==> config.mk <==
export PLATFORM = sky130hd
export DESIGN_NAME = epoch_seconds_to_calendar_flat
export DESIGN_NICKNAME = d
export VERILOG_FILES = /design/src/rtl/ets_pkg.sv /design/src/rtl/ets_if.sv /design/src/rtl/ets_datapath.sv /design/src/rtl/epoch_seconds_to_calendar.sv /design/src/flat_wrapper.sv
export SDC_FILE = /design/constraint.sdc
export NUM_CORES = 1
export LEC_CHECK = 0
export CAP_MARGIN = 0
export CORE_ASPECT_RATIO = 1.1
export CORE_MARGIN = 8
export CORE_UTILIZATION = 56
export CTS_BUF_LIST = sky130_fd_sc_hd__clkbuf_16
export CTS_CLUSTER_DIAMETER = 60
export CTS_CLUSTER_SIZE = 40
export DETAILED_ROUTE_END_ITERATION = 12
export DONT_BUFFER_PORTS = 1
export PLACE_DENSITY = 0.74
export SYNTH_ARGS = -nofsm -noshare
export SYNTH_HDL_FRONTEND = slang
export SYNTH_SLANG_ARGS = --single-unit
export TNS_END_PERCENT = 50
==> constraint.sdc <==
create_clock -name i_clk -period 6.75 [get_ports i_clk]
set_input_delay 1.35 -clock i_clk [delete_from_list [all_inputs] [get_ports i_clk]]
set_output_delay 1.35 -clock i_clk [all_outputs]
set_load 0.005 [all_outputs]
==> src/rtl/ets_pkg.sv <==
`default_nettype none

package ets_pkg;

    // field widths
    localparam int SECS_W   = 31;
    localparam int YEAR_W   = 11;
    localparam int MONTH_W  = 4;
    localparam int DAY_W    = 5;
    localparam int HOUR_W   = 5;
    localparam int MIN_W    = 6;
    localparam int SEC_W    = 6;

    // internal widths
    localparam int DAYS_W   = 15;   // whole days since base, up to 24855
    localparam int PC_W     = 4;    // microprogram address
    localparam int YLEN_W   = 9;    // 365 or 366
    localparam int PROD_W   = 49;   // widest reciprocal product, 24 by 25 bits

    // calendar constants
    localparam logic [YEAR_W-1:0]  BASE_YEAR = YEAR_W'(1970);
    localparam logic [MONTH_W-1:0] JANUARY   = MONTH_W'(1);
    localparam logic [MONTH_W-1:0] FEBRUARY  = MONTH_W'(2);
    localparam logic [MONTH_W-1:0] DECEMBER  = MONTH_W'(12);

    // constant divisors
    localparam logic [SECS_W-1:0] DAY_SECS  = SECS_W'(86400);
    localparam logic [SECS_W-1:0] HOUR_SECS = SECS_W'(3600);
    localparam logic [SECS_W-1:0] MIN_SECS  = SECS_W'(60);

    // reciprocal division: drop the power of two of the divisor, multiply by
    // the rounded-up reciprocal of the odd part, quotient starts at the shift
    // 86400 = 128 * 675, shifted dividend below 2^24
    localparam int DAY_X_LSB  = 7;
    localparam int DAY_X_W    = 24;
    localparam int DAY_SHIFT  = 34;
    localparam logic [PROD_W-1:0] RECIP_DAY  = PROD_W'(25451659);
    // 3600 = 16 * 225, shifted dividend below 2^13
    localparam int HOUR_X_LSB = 4;
    localparam int HOUR_X_W   = 13;
    localparam int HOUR_SHIFT = 21;
    localparam logic [PROD_W-1:0] RECIP_HOUR = PROD_W'(9321);
    // 60 = 4 * 15, shifted dividend below 2^10
    localparam int MIN_X_LSB  = 2;
    localparam int MIN_X_W    = 10;
    localparam int MIN_SHIFT  = 14;
    localparam logic [PROD_W-1:0] RECIP_MIN  = PROD_W'(1093);

    // micro-operations
    typedef enum logic [2:0] {
        OP_IDLE,
        OP_MUL,
        OP_STORE,
        OP_YEAR,
        OP_MONTH,
        OP_OUT,
        OP_JMP
    } t_op;

    // which constant division a step works on
    typedef enum logic [1:0] {
        SEL_DAY,
        SEL_HOUR,
        SEL_MIN
    } t_dsel;

    // control word: on a true condition go to jmp, otherwise to the next step
    typedef struct packed {
        t_op             op;
        t_dsel           sel;
        logic [PC_W-1:0] jmp;
    } t_uword;

    // datapath controls from the sequencer
    typedef struct packed {
        t_op   op;
        t_dsel sel;
        logic  load;
    } t_dp_ctl;

    // datapath status back to the sequencer
    typedef struct packed {
        logic year_go;
        logic month_go;
    } t_dp_stat;

    // microprogram
    function automatic t_uword ucode(input logic [PC_W-1:0] addr);
        t_uword w;
        w = '{op: OP_JMP, sel: SEL_DAY, jmp: PC_W'(0)};
        unique case (addr)
            PC_W'(0):  w = '{op: OP_IDLE,  sel: SEL_DAY,  jmp: PC_W'(0)};
            PC_W'(1):  w = '{op: OP_MUL,   sel: SEL_DAY,  jmp: PC_W'(0)};
            PC_W'(2):  w = '{op: OP_STORE, sel: SEL_DAY,  jmp: PC_W'(0)};
            PC_W'(3):  w = '{op: OP_MUL,   sel: SEL_HOUR, jmp: PC_W'(0)};
            PC_W'(4):  w = '{op: OP_STORE, sel: SEL_HOUR, jmp: PC_W'(0)};
            PC_W'(5):  w = '{op: OP_MUL,   sel: SEL_MIN,  jmp: PC_W'(0)};
            PC_W'(6):  w = '{op: OP_STORE, sel: SEL_MIN,  jmp: PC_W'(0)};
            PC_W'(7):  w = '{op: OP_YEAR,  sel: SEL_DAY,  jmp: PC_W'(7)};
            PC_W'(8):  w = '{op: OP_MONTH, sel: SEL_DAY,  jmp: PC_W'(8)};
            PC_W'(9):  w = '{op: OP_OUT,   sel: SEL_DAY,  jmp: PC_W'(9)};
            PC_W'(10): w = '{op: OP_JMP,   sel: SEL_DAY,  jmp: PC_W'(0)};
            default:   w = '{op: OP_JMP,   sel: SEL_DAY,  jmp: PC_W'(0)};
        endcase
        return w;
    endfunction

    // month length, february by leap flag
    function automatic logic [DAY_W-1:0] days_in_month(input logic [MONTH_W-1:0] m,
                                                       input logic leap);
        logic [DAY_W-1:0] d;
        d = DAY_W'(31);
        unique case (m)
            FEBRUARY:     d = leap ? DAY_W'(29) : DAY_W'(28);
            MONTH_W'(4),
            MONTH_W'(6),
            MONTH_W'(9),
            MONTH_W'(11): d = DAY_W'(30);
            default:      d = DAY_W'(31);
        endcase
        return d;
    endfunction

endpackage

`default_nettype wire

==> src/rtl/ets_if.sv <==
`default_nettype none

// seconds count channel
interface ets_secs_if;
    logic                         valid;
    logic                         ready;
    logic [ets_pkg::SECS_W-1:0]   epoch_seconds;

    modport source (output valid, output epoch_seconds, input ready);
    modport sink   (input valid, input epoch_seconds, output ready);
endinterface

// calendar result channel
interface ets_cal_if;
    logic                         valid;
    logic                         ready;
    logic [ets_pkg::YEAR_W-1:0]   year;
    logic [ets_pkg::MONTH_W-1:0]  month;
    logic [ets_pkg::DAY_W-1:0]    day_of_month;
    logic [ets_pkg::HOUR_W-1:0]   hour;
    logic [ets_pkg::MIN_W-1:0]    minute;
    logic [ets_pkg::SEC_W-1:0]    second;

    modport source (output valid, output year, output month, output day_of_month,
                    output hour, output minute, output second, input ready);
    modport sink   (input valid, input year, input month, input day_of_month,
                    input hour, input minute, input second, output ready);
endinterface

`default_nettype wire

==> src/rtl/ets_datapath.sv <==
`default_nettype none

module ets_datapath (
    input  wire                            i_clk,
    input  wire ets_pkg::t_dp_ctl          i_ctl,
    input  wire [ets_pkg::SECS_W-1:0]      i_secs,
    output ets_pkg::t_dp_stat              o_stat,
    output logic [ets_pkg::YEAR_W-1:0]     o_year,
    output logic [ets_pkg::MONTH_W-1:0]    o_month,
    output logic [ets_pkg::DAY_W-1:0]      o_day_of_month,
    output logic [ets_pkg::HOUR_W-1:0]     o_hour,
    output logic [ets_pkg::MIN_W-1:0]      o_minute,
    output logic [ets_pkg::SEC_W-1:0]      o_second
);

    logic [ets_pkg::SECS_W-1:0]  r_acc;
    logic [ets_pkg::PROD_W-1:0]  r_prod;
    logic [ets_pkg::DAYS_W-1:0]  r_days;
    logic [ets_pkg::YEAR_W-1:0]  r_year;
    logic [ets_pkg::MONTH_W-1:0] r_month;
    logic [ets_pkg::HOUR_W-1:0]  r_hour;
    logic [ets_pkg::MIN_W-1:0]   r_min;
    logic [ets_pkg::SEC_W-1:0]   r_sec;

    logic                        leap;
    logic [ets_pkg::YLEN_W-1:0]  year_len;
    logic [ets_pkg::DAY_W-1:0]   mon_len;
    logic [ets_pkg::PROD_W-1:0]  prod;
    logic [ets_pkg::DAYS_W-1:0]  q_day;
    logic [ets_pkg::HOUR_W-1:0]  q_hour;
    logic [ets_pkg::MIN_W-1:0]   q_min;
    logic [ets_pkg::SECS_W-1:0]  q_back;
    logic [ets_pkg::SECS_W-1:0]  rem_secs;

    // calendar lengths for the current year and month
    always_comb begin
        leap     = (r_year[1:0] == 2'b00);
        year_len = leap ? ets_pkg::YLEN_W'(366) : ets_pkg::YLEN_W'(365);
        mon_len  = ets_pkg::days_in_month(r_month, leap);
    end

    // reciprocal product of the shifted dividend
    always_comb begin
        case (i_ctl.sel)
            ets_pkg::SEL_HOUR: begin
                prod = ets_pkg::PROD_W'(r_acc[ets_pkg::HOUR_X_LSB +: ets_pkg::HOUR_X_W])
                       * ets_pkg::RECIP_HOUR;
            end
            ets_pkg::SEL_MIN: begin
                prod = ets_pkg::PROD_W'(r_acc[ets_pkg::MIN_X_LSB +: ets_pkg::MIN_X_W])
                       * ets_pkg::RECIP_MIN;
            end
            default: begin
                prod = ets_pkg::PROD_W'(r_acc[ets_pkg::DAY_X_LSB +: ets_pkg::DAY_X_W])
                       * ets_pkg::RECIP_DAY;
            end
        endcase
    end

    // quotients from the registered product, remainder by back-multiplication
    always_comb begin
        q_day  = r_prod[ets_pkg::DAY_SHIFT +: ets_pkg::DAYS_W];
        q_hour = r_prod[ets_pkg::HOUR_SHIFT +: ets_pkg::HOUR_W];
        q_min  = r_prod[ets_pkg::MIN_SHIFT +: ets_pkg::MIN_W];
        case (i_ctl.sel)
            ets_pkg::SEL_HOUR: q_back = ets_pkg::SECS_W'(q_hour) * ets_pkg::HOUR_SECS;
            ets_pkg::SEL_MIN:  q_back = ets_pkg::SECS_W'(q_min) * ets_pkg::MIN_SECS;
            default:           q_back = ets_pkg::SECS_W'(q_day) * ets_pkg::DAY_SECS;
        endcase
        rem_secs = r_acc - q_back;
    end

    // loop conditions for the sequencer
    always_comb begin
        o_stat.year_go  = (r_days >= ets_pkg::DAYS_W'(year_len));
        o_stat.month_go = (r_month < ets_pkg::DECEMBER)
                          && (r_days >= ets_pkg::DAYS_W'(mon_len));
    end

    // working registers
    always_ff @(posedge i_clk) begin
        case (i_ctl.op)
            ets_pkg::OP_IDLE: begin
                if (i_ctl.load) begin
                    r_acc   <= i_secs;
                    r_year  <= ets_pkg::BASE_YEAR;
                    r_month <= ets_pkg::JANUARY;
                end
            end
            ets_pkg::OP_MUL: begin
                r_prod <= prod;
            end
            // quotient out, remainder back into the accumulator
            ets_pkg::OP_STORE: begin
                r_acc <= rem_secs;
                case (i_ctl.sel)
                    ets_pkg::SEL_HOUR: r_hour <= q_hour;
                    ets_pkg::SEL_MIN: begin
                        r_min <= q_min;
                        r_sec <= rem_secs[ets_pkg::SEC_W-1:0];
                    end
                    default: r_days <= q_day;
                endcase
            end
            // strip one whole year
            ets_pkg::OP_YEAR: begin
                if (o_stat.year_go) begin
                    r_days <= r_days - ets_pkg::DAYS_W'(year_len);
                    r_year <= r_year + ets_pkg::YEAR_W'(1);
                end
            end
            // strip one whole month
            ets_pkg::OP_MONTH: begin
                if (o_stat.month_go) begin
                    r_days  <= r_days - ets_pkg::DAYS_W'(mon_len);
                    r_month <= r_month + ets_pkg::MONTH_W'(1);
                end
            end
            default: begin
            end
        endcase
    end

    // result fields
    always_comb begin
        o_year         = r_year;
        o_month        = r_month;
        o_day_of_month = r_days[ets_pkg::DAY_W-1:0] + ets_pkg::DAY_W'(1);
        o_hour         = r_hour;
        o_minute       = r_min;
        o_second       = r_sec;
    end

endmodule

`default_nettype wire

==> src/rtl/epoch_seconds_to_calendar.sv <==
`default_nettype none

// Converts a count of seconds since 1970-01-01 00:00:00 into year, month, day
// of month, hour, minute and second. An 11-step microprogram in a constant table
// runs a small datapath: three constant divisions (by 86400, 3600 and 60) each
// made of a multiply by a fixed reciprocal and a store of quotient and remainder;
// then whole years are subtracted one per cycle from 1970 upward and whole months
// one per cycle. A finished result waits at the output step until the previous
// one leaves the output register; the year walk sets most of the time an item
// occupies the block. Items are handled one at a time; a new beat is taken once
// the previous result is in the output register, even if it is still waiting to
// be taken. Every year divisible by four counts as a leap year.

module epoch_seconds_to_calendar (
    input  wire  i_clk,
    input  wire  i_rst_n,
    ets_secs_if.sink   i_sec_in,
    ets_cal_if.source  o_cal_out
);

    logic [ets_pkg::PC_W-1:0]    r_pc;
    logic [ets_pkg::PC_W-1:0]    n_pc;
    logic                        r_out_valid;
    logic                        n_out_valid;
    logic [ets_pkg::YEAR_W-1:0]  r_year;
    logic [ets_pkg::MONTH_W-1:0] r_month;
    logic [ets_pkg::DAY_W-1:0]   r_dom;
    logic [ets_pkg::HOUR_W-1:0]  r_hour;
    logic [ets_pkg::MIN_W-1:0]   r_min;
    logic [ets_pkg::SEC_W-1:0]   r_sec;

    ets_pkg::t_uword             uw;
    ets_pkg::t_dp_ctl            dp_ctl;
    ets_pkg::t_dp_stat           dp_stat;
    logic                        take_jmp;
    logic                        out_busy;
    logic                        out_load;

    logic [ets_pkg::YEAR_W-1:0]  dp_year;
    logic [ets_pkg::MONTH_W-1:0] dp_month;
    logic [ets_pkg::DAY_W-1:0]   dp_dom;
    logic [ets_pkg::HOUR_W-1:0]  dp_hour;
    logic [ets_pkg::MIN_W-1:0]   dp_min;
    logic [ets_pkg::SEC_W-1:0]   dp_sec;

    // sequencer: fetch, branch condition, next step
    always_comb begin
        uw         = ets_pkg::ucode(r_pc);
        out_busy   = r_out_valid && !o_cal_out.ready;
        out_load   = 1'b0;
        take_jmp   = 1'b0;
        dp_ctl.op  = uw.op;
        dp_ctl.sel = uw.sel;
        dp_ctl.load = (uw.op == ets_pkg::OP_IDLE) && i_sec_in.valid;
        unique case (uw.op)
            ets_pkg::OP_IDLE:     take_jmp = !i_sec_in.valid;
            ets_pkg::OP_YEAR:     take_jmp = dp_stat.year_go;
            ets_pkg::OP_MONTH:    take_jmp = dp_stat.month_go;
            ets_pkg::OP_OUT: begin
                take_jmp = out_busy;
                out_load = !out_busy;
            end
            ets_pkg::OP_JMP:      take_jmp = 1'b1;
            default:              take_jmp = 1'b0;
        endcase
        n_pc = take_jmp ? uw.jmp : r_pc + ets_pkg::PC_W'(1);

        // output valid flag
        n_out_valid = r_out_valid;
        if (out_load) begin
            n_out_valid = 1'b1;
        end else if (o_cal_out.ready) begin
            n_out_valid = 1'b0;
        end
    end

    always_ff @(posedge i_clk) begin
        if (!i_rst_n) begin
            r_pc        <= '0;
            r_out_valid <= 1'b0;
        end else begin
            r_pc        <= n_pc;
            r_out_valid <= n_out_valid;
        end
    end

    // result beat register
    always_ff @(posedge i_clk) begin
        if (out_load) begin
            r_year  <= dp_year;
            r_month <= dp_month;
            r_dom   <= dp_dom;
            r_hour  <= dp_hour;
            r_min   <= dp_min;
            r_sec   <= dp_sec;
        end
    end

    ets_datapath u_dp (
        .i_clk          (i_clk),
        .i_ctl          (dp_ctl),
        .i_secs         (i_sec_in.epoch_seconds),
        .o_stat         (dp_stat),
        .o_year         (dp_year),
        .o_month        (dp_month),
        .o_day_of_month (dp_dom),
        .o_hour         (dp_hour),
        .o_minute       (dp_min),
        .o_second       (dp_sec)
    );

    // channel ports
    assign i_sec_in.ready         = (uw.op == ets_pkg::OP_IDLE);
    assign o_cal_out.valid        = r_out_valid;
    assign o_cal_out.year         = r_year;
    assign o_cal_out.month        = r_month;
    assign o_cal_out.day_of_month = r_dom;
    assign o_cal_out.hour         = r_hour;
    assign o_cal_out.minute       = r_min;
    assign o_cal_out.second       = r_sec;

endmodule

`default_nettype wire

==> src/flat_wrapper.sv <==
// flat-port wrapper written by rule: the top's interface ports become plain ports
module epoch_seconds_to_calendar_flat 
  (i_clk, i_rst_n, i_sec_in_valid, i_sec_in_epoch_seconds, i_sec_in_ready, o_cal_out_valid, o_cal_out_year, o_cal_out_month, o_cal_out_day_of_month, o_cal_out_hour, o_cal_out_minute, o_cal_out_second, o_cal_out_ready);
  ets_secs_if i_sec_in_i ();
  ets_cal_if o_cal_out_i ();
  input  wire i_clk;
  input  wire i_rst_n;
  input wire logic [$bits(i_sec_in_i.valid)-1:0] i_sec_in_valid;
  input wire logic [$bits(i_sec_in_i.epoch_seconds)-1:0] i_sec_in_epoch_seconds;
  output wire logic [$bits(i_sec_in_i.ready)-1:0] i_sec_in_ready;
  output wire logic [$bits(o_cal_out_i.valid)-1:0] o_cal_out_valid;
  output wire logic [$bits(o_cal_out_i.year)-1:0] o_cal_out_year;
  output wire logic [$bits(o_cal_out_i.month)-1:0] o_cal_out_month;
  output wire logic [$bits(o_cal_out_i.day_of_month)-1:0] o_cal_out_day_of_month;
  output wire logic [$bits(o_cal_out_i.hour)-1:0] o_cal_out_hour;
  output wire logic [$bits(o_cal_out_i.minute)-1:0] o_cal_out_minute;
  output wire logic [$bits(o_cal_out_i.second)-1:0] o_cal_out_second;
  input wire logic [$bits(o_cal_out_i.ready)-1:0] o_cal_out_ready;
  assign i_sec_in_i.valid = i_sec_in_valid;
  assign i_sec_in_i.epoch_seconds = i_sec_in_epoch_seconds;
  assign i_sec_in_ready = i_sec_in_i.ready;
  assign o_cal_out_valid = o_cal_out_i.valid;
  assign o_cal_out_year = o_cal_out_i.year;
  assign o_cal_out_month = o_cal_out_i.month;
  assign o_cal_out_day_of_month = o_cal_out_i.day_of_month;
  assign o_cal_out_hour = o_cal_out_i.hour;
  assign o_cal_out_minute = o_cal_out_i.minute;
  assign o_cal_out_second = o_cal_out_i.second;
  assign o_cal_out_i.ready = o_cal_out_ready;
  epoch_seconds_to_calendar u_core (.i_clk(i_clk), .i_rst_n(i_rst_n), .i_sec_in(i_sec_in_i), .o_cal_out(o_cal_out_i));
endmodule
# ---- Word-level counts from Yosys, hierarchy flattened
# Memory sizes are Yosys's and may differ from the RTL's. A register that Yosys moved wholly into a read port is not among the register bits.
# Cells that the tools add are included.
dict set report totals {
  ff_bits 169
  rom_bits 144
  inputBits 35
  word_cells 94
  mem_count 1
}
# name depth word_bits rd rd_clocked_by_memory_dff wr line
set memory_table {}
lappend memory_table {{(no name shown)} 16 9 1 1 0 ets_pkg.sv:91} ;# unique case (addr)
dict set report op_classes {
  n_addsub 7
  n_mul 6
  order_cmp 3
  eq_ne 17
  mux 23
  n_reduce_logical 21
}
# operator count
set op_table {}
lappend op_table {{31-bit case mux with 2 select lines} 2}
lappend op_table {{49-bit case mux with 2 select lines} 1}
lappend op_table {{24-bit by 25-bit multiplier with 49-bit output, second input constant} 1}
lappend op_table {{15-bit two-way mux} 3}
lappend op_table {{15-bit case mux with 3 select lines} 1}
lappend op_table {{31-bit two-way mux} 1}
lappend op_table {{31-bit subtractor} 1}
lappend op_table {{13-bit by 14-bit multiplier with 27-bit output, second input constant} 1}
lappend op_table {{15-bit by 10-bit multiplier with 24-bit output, second input constant} 1}
lappend op_table {{11-bit two-way mux} 2}
lappend op_table {{11-bit case mux with 2 select lines} 1}
lappend op_table {{10-bit by 11-bit multiplier with 21-bit output, second input constant} 1}
lappend op_table {{4-bit two-way mux} 4}
lappend op_table {{15-bit by 5-bit greater-or-equal comparator with 1-bit output} 1}
lappend op_table {{15-bit by 9-bit greater-or-equal comparator with 1-bit output} 1}
lappend op_table {{15-bit by 5-bit subtractor with 15-bit output} 1}
lappend op_table {{15-bit by 9-bit subtractor with 15-bit output} 1}
lappend op_table {{5-bit by 8-bit multiplier with 13-bit output, second input constant} 1}
lappend op_table {{11-bit by 1-bit adder with 11-bit output, second input constant} 1}
lappend op_table {{6-bit by 4-bit multiplier with 10-bit output, second input constant} 1}
lappend op_table {{3-bit equality test, second input constant} 3}
lappend op_table {{4-bit by 1-bit adder with 4-bit output, second input constant} 2}
lappend op_table {{4-bit by 3-bit equality test with 1-bit output, second input constant} 2}
lappend op_table {{4-bit equality test, second input constant} 2}
lappend op_table {{25 further kinds} 41}

# ---- Depth between registers and ports, before layout
dict set report logic_depth {
  ltp_word 8
  ltp_mapped 26
  ltp_nobuf 26
}

# ---- By module
# A second synthesis with hierarchy kept.
dict set report hier_totals {
  cells_unflattened 2391
  hier_area_um2 23976.7
}
# mod n_inst cells_per_inst area_each_um2
set by_module_without_submodules {}
lappend by_module_without_submodules {ets_datapath 1 2275 22138.7}
lappend by_module_without_submodules {epoch_seconds_to_calendar 1 116 1838.0}

# ---- Worst setup path before layout
# Ideal clock, no wire load.
dict set report synth_path {
  path_kind {register to register}
  startpoint {reg u_core.u_dp.r_acc[25] (netlist bit)}
  endpoint {reg u_core.u_dp.r_prod[48] (netlist bit) (data pin)}
  t_arrival_ns 6.271
  required_time_ns 6.490
  setup_slack_ns 0.219
  path_stages_with_launch 22
  n_path_buf 0
  period_less_slack_ns 6.531
  cell_sequence {edfxtp_1 > fa_1 > ha_1 > inv_1 > fa_1 > inv_1 > fa_1 > inv_1 > fa_1 > fa_1 > inv_1 > fa_1 > ha_1 > a21oi_1 > nor2_1 > a211oi_1 > o21ai_0 > or3b_2 > o2111ai_1 > o211ai_1 > o31ai_1 > mux2_2}
}
dict set report synth_via {
  elab_chain_cells 2
}
# element line
set synth_rtl {}
lappend synth_rtl {{from (decl)} ets_datapath.sv:16} ;# logic [ets_pkg::SECS_W-1:0] r_acc;
lappend synth_rtl {{from (signal assigned)} ets_datapath.sv:85} ;# r_acc <= i_secs;
lappend synth_rtl {{from (signal assigned)} ets_datapath.sv:95} ;# r_acc <= rem_secs;
lappend synth_rtl {{24-bit by 25-bit multiplier with 49-bit output} ets_datapath.sv:55} ;# * ets_pkg::RECIP_DAY;
lappend synth_rtl {{49-bit case mux with 2 select lines} ets_datapath.sv:44} ;# case (i_ctl.sel)
lappend synth_rtl {{to (signal assigned)} ets_datapath.sv:91} ;# r_prod <= prod;
lappend synth_rtl {{to (decl)} ets_datapath.sv:17} ;# logic [ets_pkg::PROD_W-1:0] r_prod;
# Every way passes these cells.
# A chain may end at the register's enable or synchronous reset.

# ---- Final worst setup path
dict set report layout_path {
  startpoint {reg u_core.u_dp.r_acc[8] (netlist bit)}
  endpoint {reg u_core.u_dp.r_prod[35] (netlist bit) (data pin)}
}
# Same word-level chain as after synthesis.

==> flow_summary.yaml <==
outcome:
  status: "completed"
timing:
  slew_limit_fails: 0
  part_of_the_cycle_the_worst_path_needs_pct: 96.8
  unrepaired_setup_endpoints_after_global_routing: "no"
  slew_headroom_pct: 25.2
  layout_setup_ws_ps: 219
  finClkSkew_ps: 29.4
  finalSetupViolations: 0
  achievable-frequency_mhz: 153
  actual_slew_at_the_worst_max_slew_pin_ps: 1120
  timing.final.hold_violations: 0
  period_needed_ps: 6530
global_route:
  grt_pass1_wl_um: 97000
  grt_peak_use_layer: "met2"
  antenna_found_initial: 1
  grt_pass1_vias: 18600
  largest_net_degree_at_the_start_of_global_routing: 62
  grtUsageMet3_pct: 3.27
  grtUsageMet1_pct: 31.4
  use_met2_pct: 42.9
  global_route.overflow_total: 0
  global_route.usage.total_pct: 25.0
synthesis:
  synth_cell_types: 77
  synthCells: 2405
  mappedNetlistNets: 3234
  syn-cell-area_um2: 24000
  yosysWarnings: 0
  synth_area_leaders: "ha_1 28%, fa_1 21%, edfxtp_1 18%"
  synthFlopType: "edfxtp_1"
  synthTopCellsByCount: "544 x ha_1, 501 x inv_1, 250 x fa_1"
  ys_ff_latch: 154
  synth-edff-count: 141
  synth_async_sr_flop_share_pct: 0
  synth.yosys.seq_area_share_pct: 18.8
  synth.largest_area_cell: "ha_1"
  post_synth.cell_area_avg_um2: 9.96
  dominant_cell_by_count_in_the_synthesized_netlist: "ha_1"
  post-synth-top-area-fraction_pct: 28.4
cts:
  worst_setup_hold_path_clk_slew_ps: 80
  ctsHtreeMaxLevel: 4
  insertion_delay_ps: 470
  cts_buffer_depth: 2
  cts_tree: "built"
  tritoncts.num_buffers: 17
  clockRootBuffer: "clkbuf_16"
  cts.sinks: 154
  hold_fix_buffer_count_after_cts: 0
final_layout:
  drive_gt1_share_pct: 5.96
  area.growth.synth_to_final_pct: 7.78
  insertedDiodeCount: 0
  fillerInstances: 3476
  layout.core_utilization_pct: 61.0
  final_design_area_no_fill_um2: 25800
  layout.nets: 3300
worst_setup_path:
  critical_path_required_ps: 7030
  worst-path-max-fanout: 7
  worstPathArrival_ps: 6810
  reg2reg_slack_ps: 220
  kind_of_end_point_of_the_critical_path: "register"
  critical_path_class: "reg2reg"
  startpoint_types: "register"
drt:
  route.vias.total: 17600
  first_iteration_detailed_routing_drc_count: 1153
  remaining_drc_errors: 0
  drt.antenna.violating_nets: 0
  wl_per_cell_um: 19.7
  finalWirelength_um: 60000
  routed_via_density: 5.76
  drt_first_pass_iters: 6
placed_design:
  gpl.final_weighted_congestion: 0.950
  io_buffers: 0
  hpwl_after_detailed_placement_um: 50400
  dpl_worst_slack_ps: -83.2
  placement.cell_area_um2: 25000
floorplanning:
  boundaryPins: 74
  placementRows: 79
  die_area_um2: 49600
  dieWidth_um: 213
  initial_core_utilization_pct: 56.6
  die_h_um: 233
  core_area_um2: 42300
flow_run:
  count_of_maximum_capacitance_violations: 0
worst_hold_path:
  worstHoldPathType: "reg2reg"
-- registers in the layout, summed over array words and instances (netlist names) --
| register | flops |
|---|---|
| u_core.o_cal_out.second | 6 |
| u_core.o_cal_out.month | 4 |
| u_core.o_cal_out.hour | 5 |
| u_core.o_cal_out.minute | 6 |
| u_core.u_dp.r_days | 15 |
| u_core.uw | 8 |
| u_core.o_cal_out.day_of_month | 5 |
| u_core.u_dp.o_second | 6 |
| u_core.u_dp.r_prod | 26 |
| u_core.o_cal_out.year | 11 |
| u_core.u_dp.o_minute | 6 |
| u_core.u_dp.o_year | 11 |
| u_core.u_dp.r_acc | 31 |
| u_core.u_dp.o_month | 4 |
| u_core.r_pc | 4 |
| u_core.o_cal_out.valid | 1 |
| u_core.u_dp.o_hour | 5 |
-- layout by cell type (no fill, tap or decap), types with 12 or more instances in the layout --
cell type,count
a211oi_1,13
a21o_1,48
a21oi_1,104
a31oi_1,14
and3_1,20
buf_4,81
clkbuf_16,17
dfxtp_1,13
edfxtp_1,141
fa_1,249
ha_1,540
inv_1,501
nand2_1,121
nand2b_1,14
nand3_1,33
nand4_1,18
nor2_1,84
nor2b_1,18
nor3_1,25
o21a_1,17
o21ai_0,87
o21bai_1,17
o22ai_1,12
o31ai_1,16
xnor2_1,62
xor2_1,35
-- path summary, 6_finish.rpt --
kind,start,endpoint,depth (start not counted)
max reg2reg,u_core.u_dp.r_acc[8]$_DFFE_PP_,u_core.u_dp.r_prod[35]$_SDFFCE_PN0N_,17
min reg2reg,u_core.u_dp.o_second[0]$_DFFE_PP_,u_core.o_cal_out.second[0]$_DFFE_PP_,0
max,u_core.u_dp.r_acc[8]$_DFFE_PP_,u_core.u_dp.r_prod[35]$_SDFFCE_PN0N_,17
min,u_core.u_dp.o_second[0]$_DFFE_PP_,u_core.o_cal_out.second[0]$_DFFE_PP_,0
-- worst max-delay path, cell delays in order, from the launching register on --
cell and delay (ps):
edfxtp_1 590, fa_1 540, ha_1 280, inv_1 40
fa_1 480, inv_1 40, ha_1 220, fa_1 560
fa_1 490, fa_1 510, ha_1 340, nand4_1 110
o21ai_0 750, a21bo_2 280, a21boi_0 170, or4_1 560
and3_1 180, nor3_1 200
-- kinds of logic after synthesis --
logic type,count (synthesis),share of synthesized area [%]
adders and majority gates,794,49.3
DFF,154,18.8
AOI/OAI and AO/OA,424,11.6
buffers and inverters,537,8.46
xor gates and xnor gates,97,3.55
muxes,8,0.350
and+or+nand+nor,391,7.94
-- stage by stage --
step           hold WS, ps  setup TNS, ps  instances
2_1_floorplan          400              0       2405
3_3_place_gp           402              0       2999
3_5_place_dp           405          -83.2       2999
4_1_cts                421              0       3034
5_1_grt                424              0       3051
6_report               421              0       3051
-- per-layer routing --
metal / up-vias / routed length [um]
met5: - / 13
met4: 2 / 2390
met3: 134 / 3440
met2: 519 / 29300
met1: 8596 / 24800
li1: 8314 / -
-- area by class of cell --
type | instances | area, um2 | share of cell area (%)
clock inverter | 15 | 134 | 0.519
tap | 567 | 709 | 2.75
timing repair buffer | 82 | 628 | 2.43
multi-input combinational | 1714 | 17500 | 67.9
clock buffer | 17 | 425 | 1.65
inverter | 502 | 1880 | 7.30
sequential | 154 | 4490 | 17.4
-- what timing repair did --
item / CTS / global route
pin swaps: 5 / 10
setup endpoints to repair: 2 / 15
setup buffers: 3 / 17
hold endpoints to repair: 0 / 0
gates resized for setup: 3 / 22
Power is not shown: default switching activity piles up to over one toggle a cycle in this logic, so the estimate is an artifact.
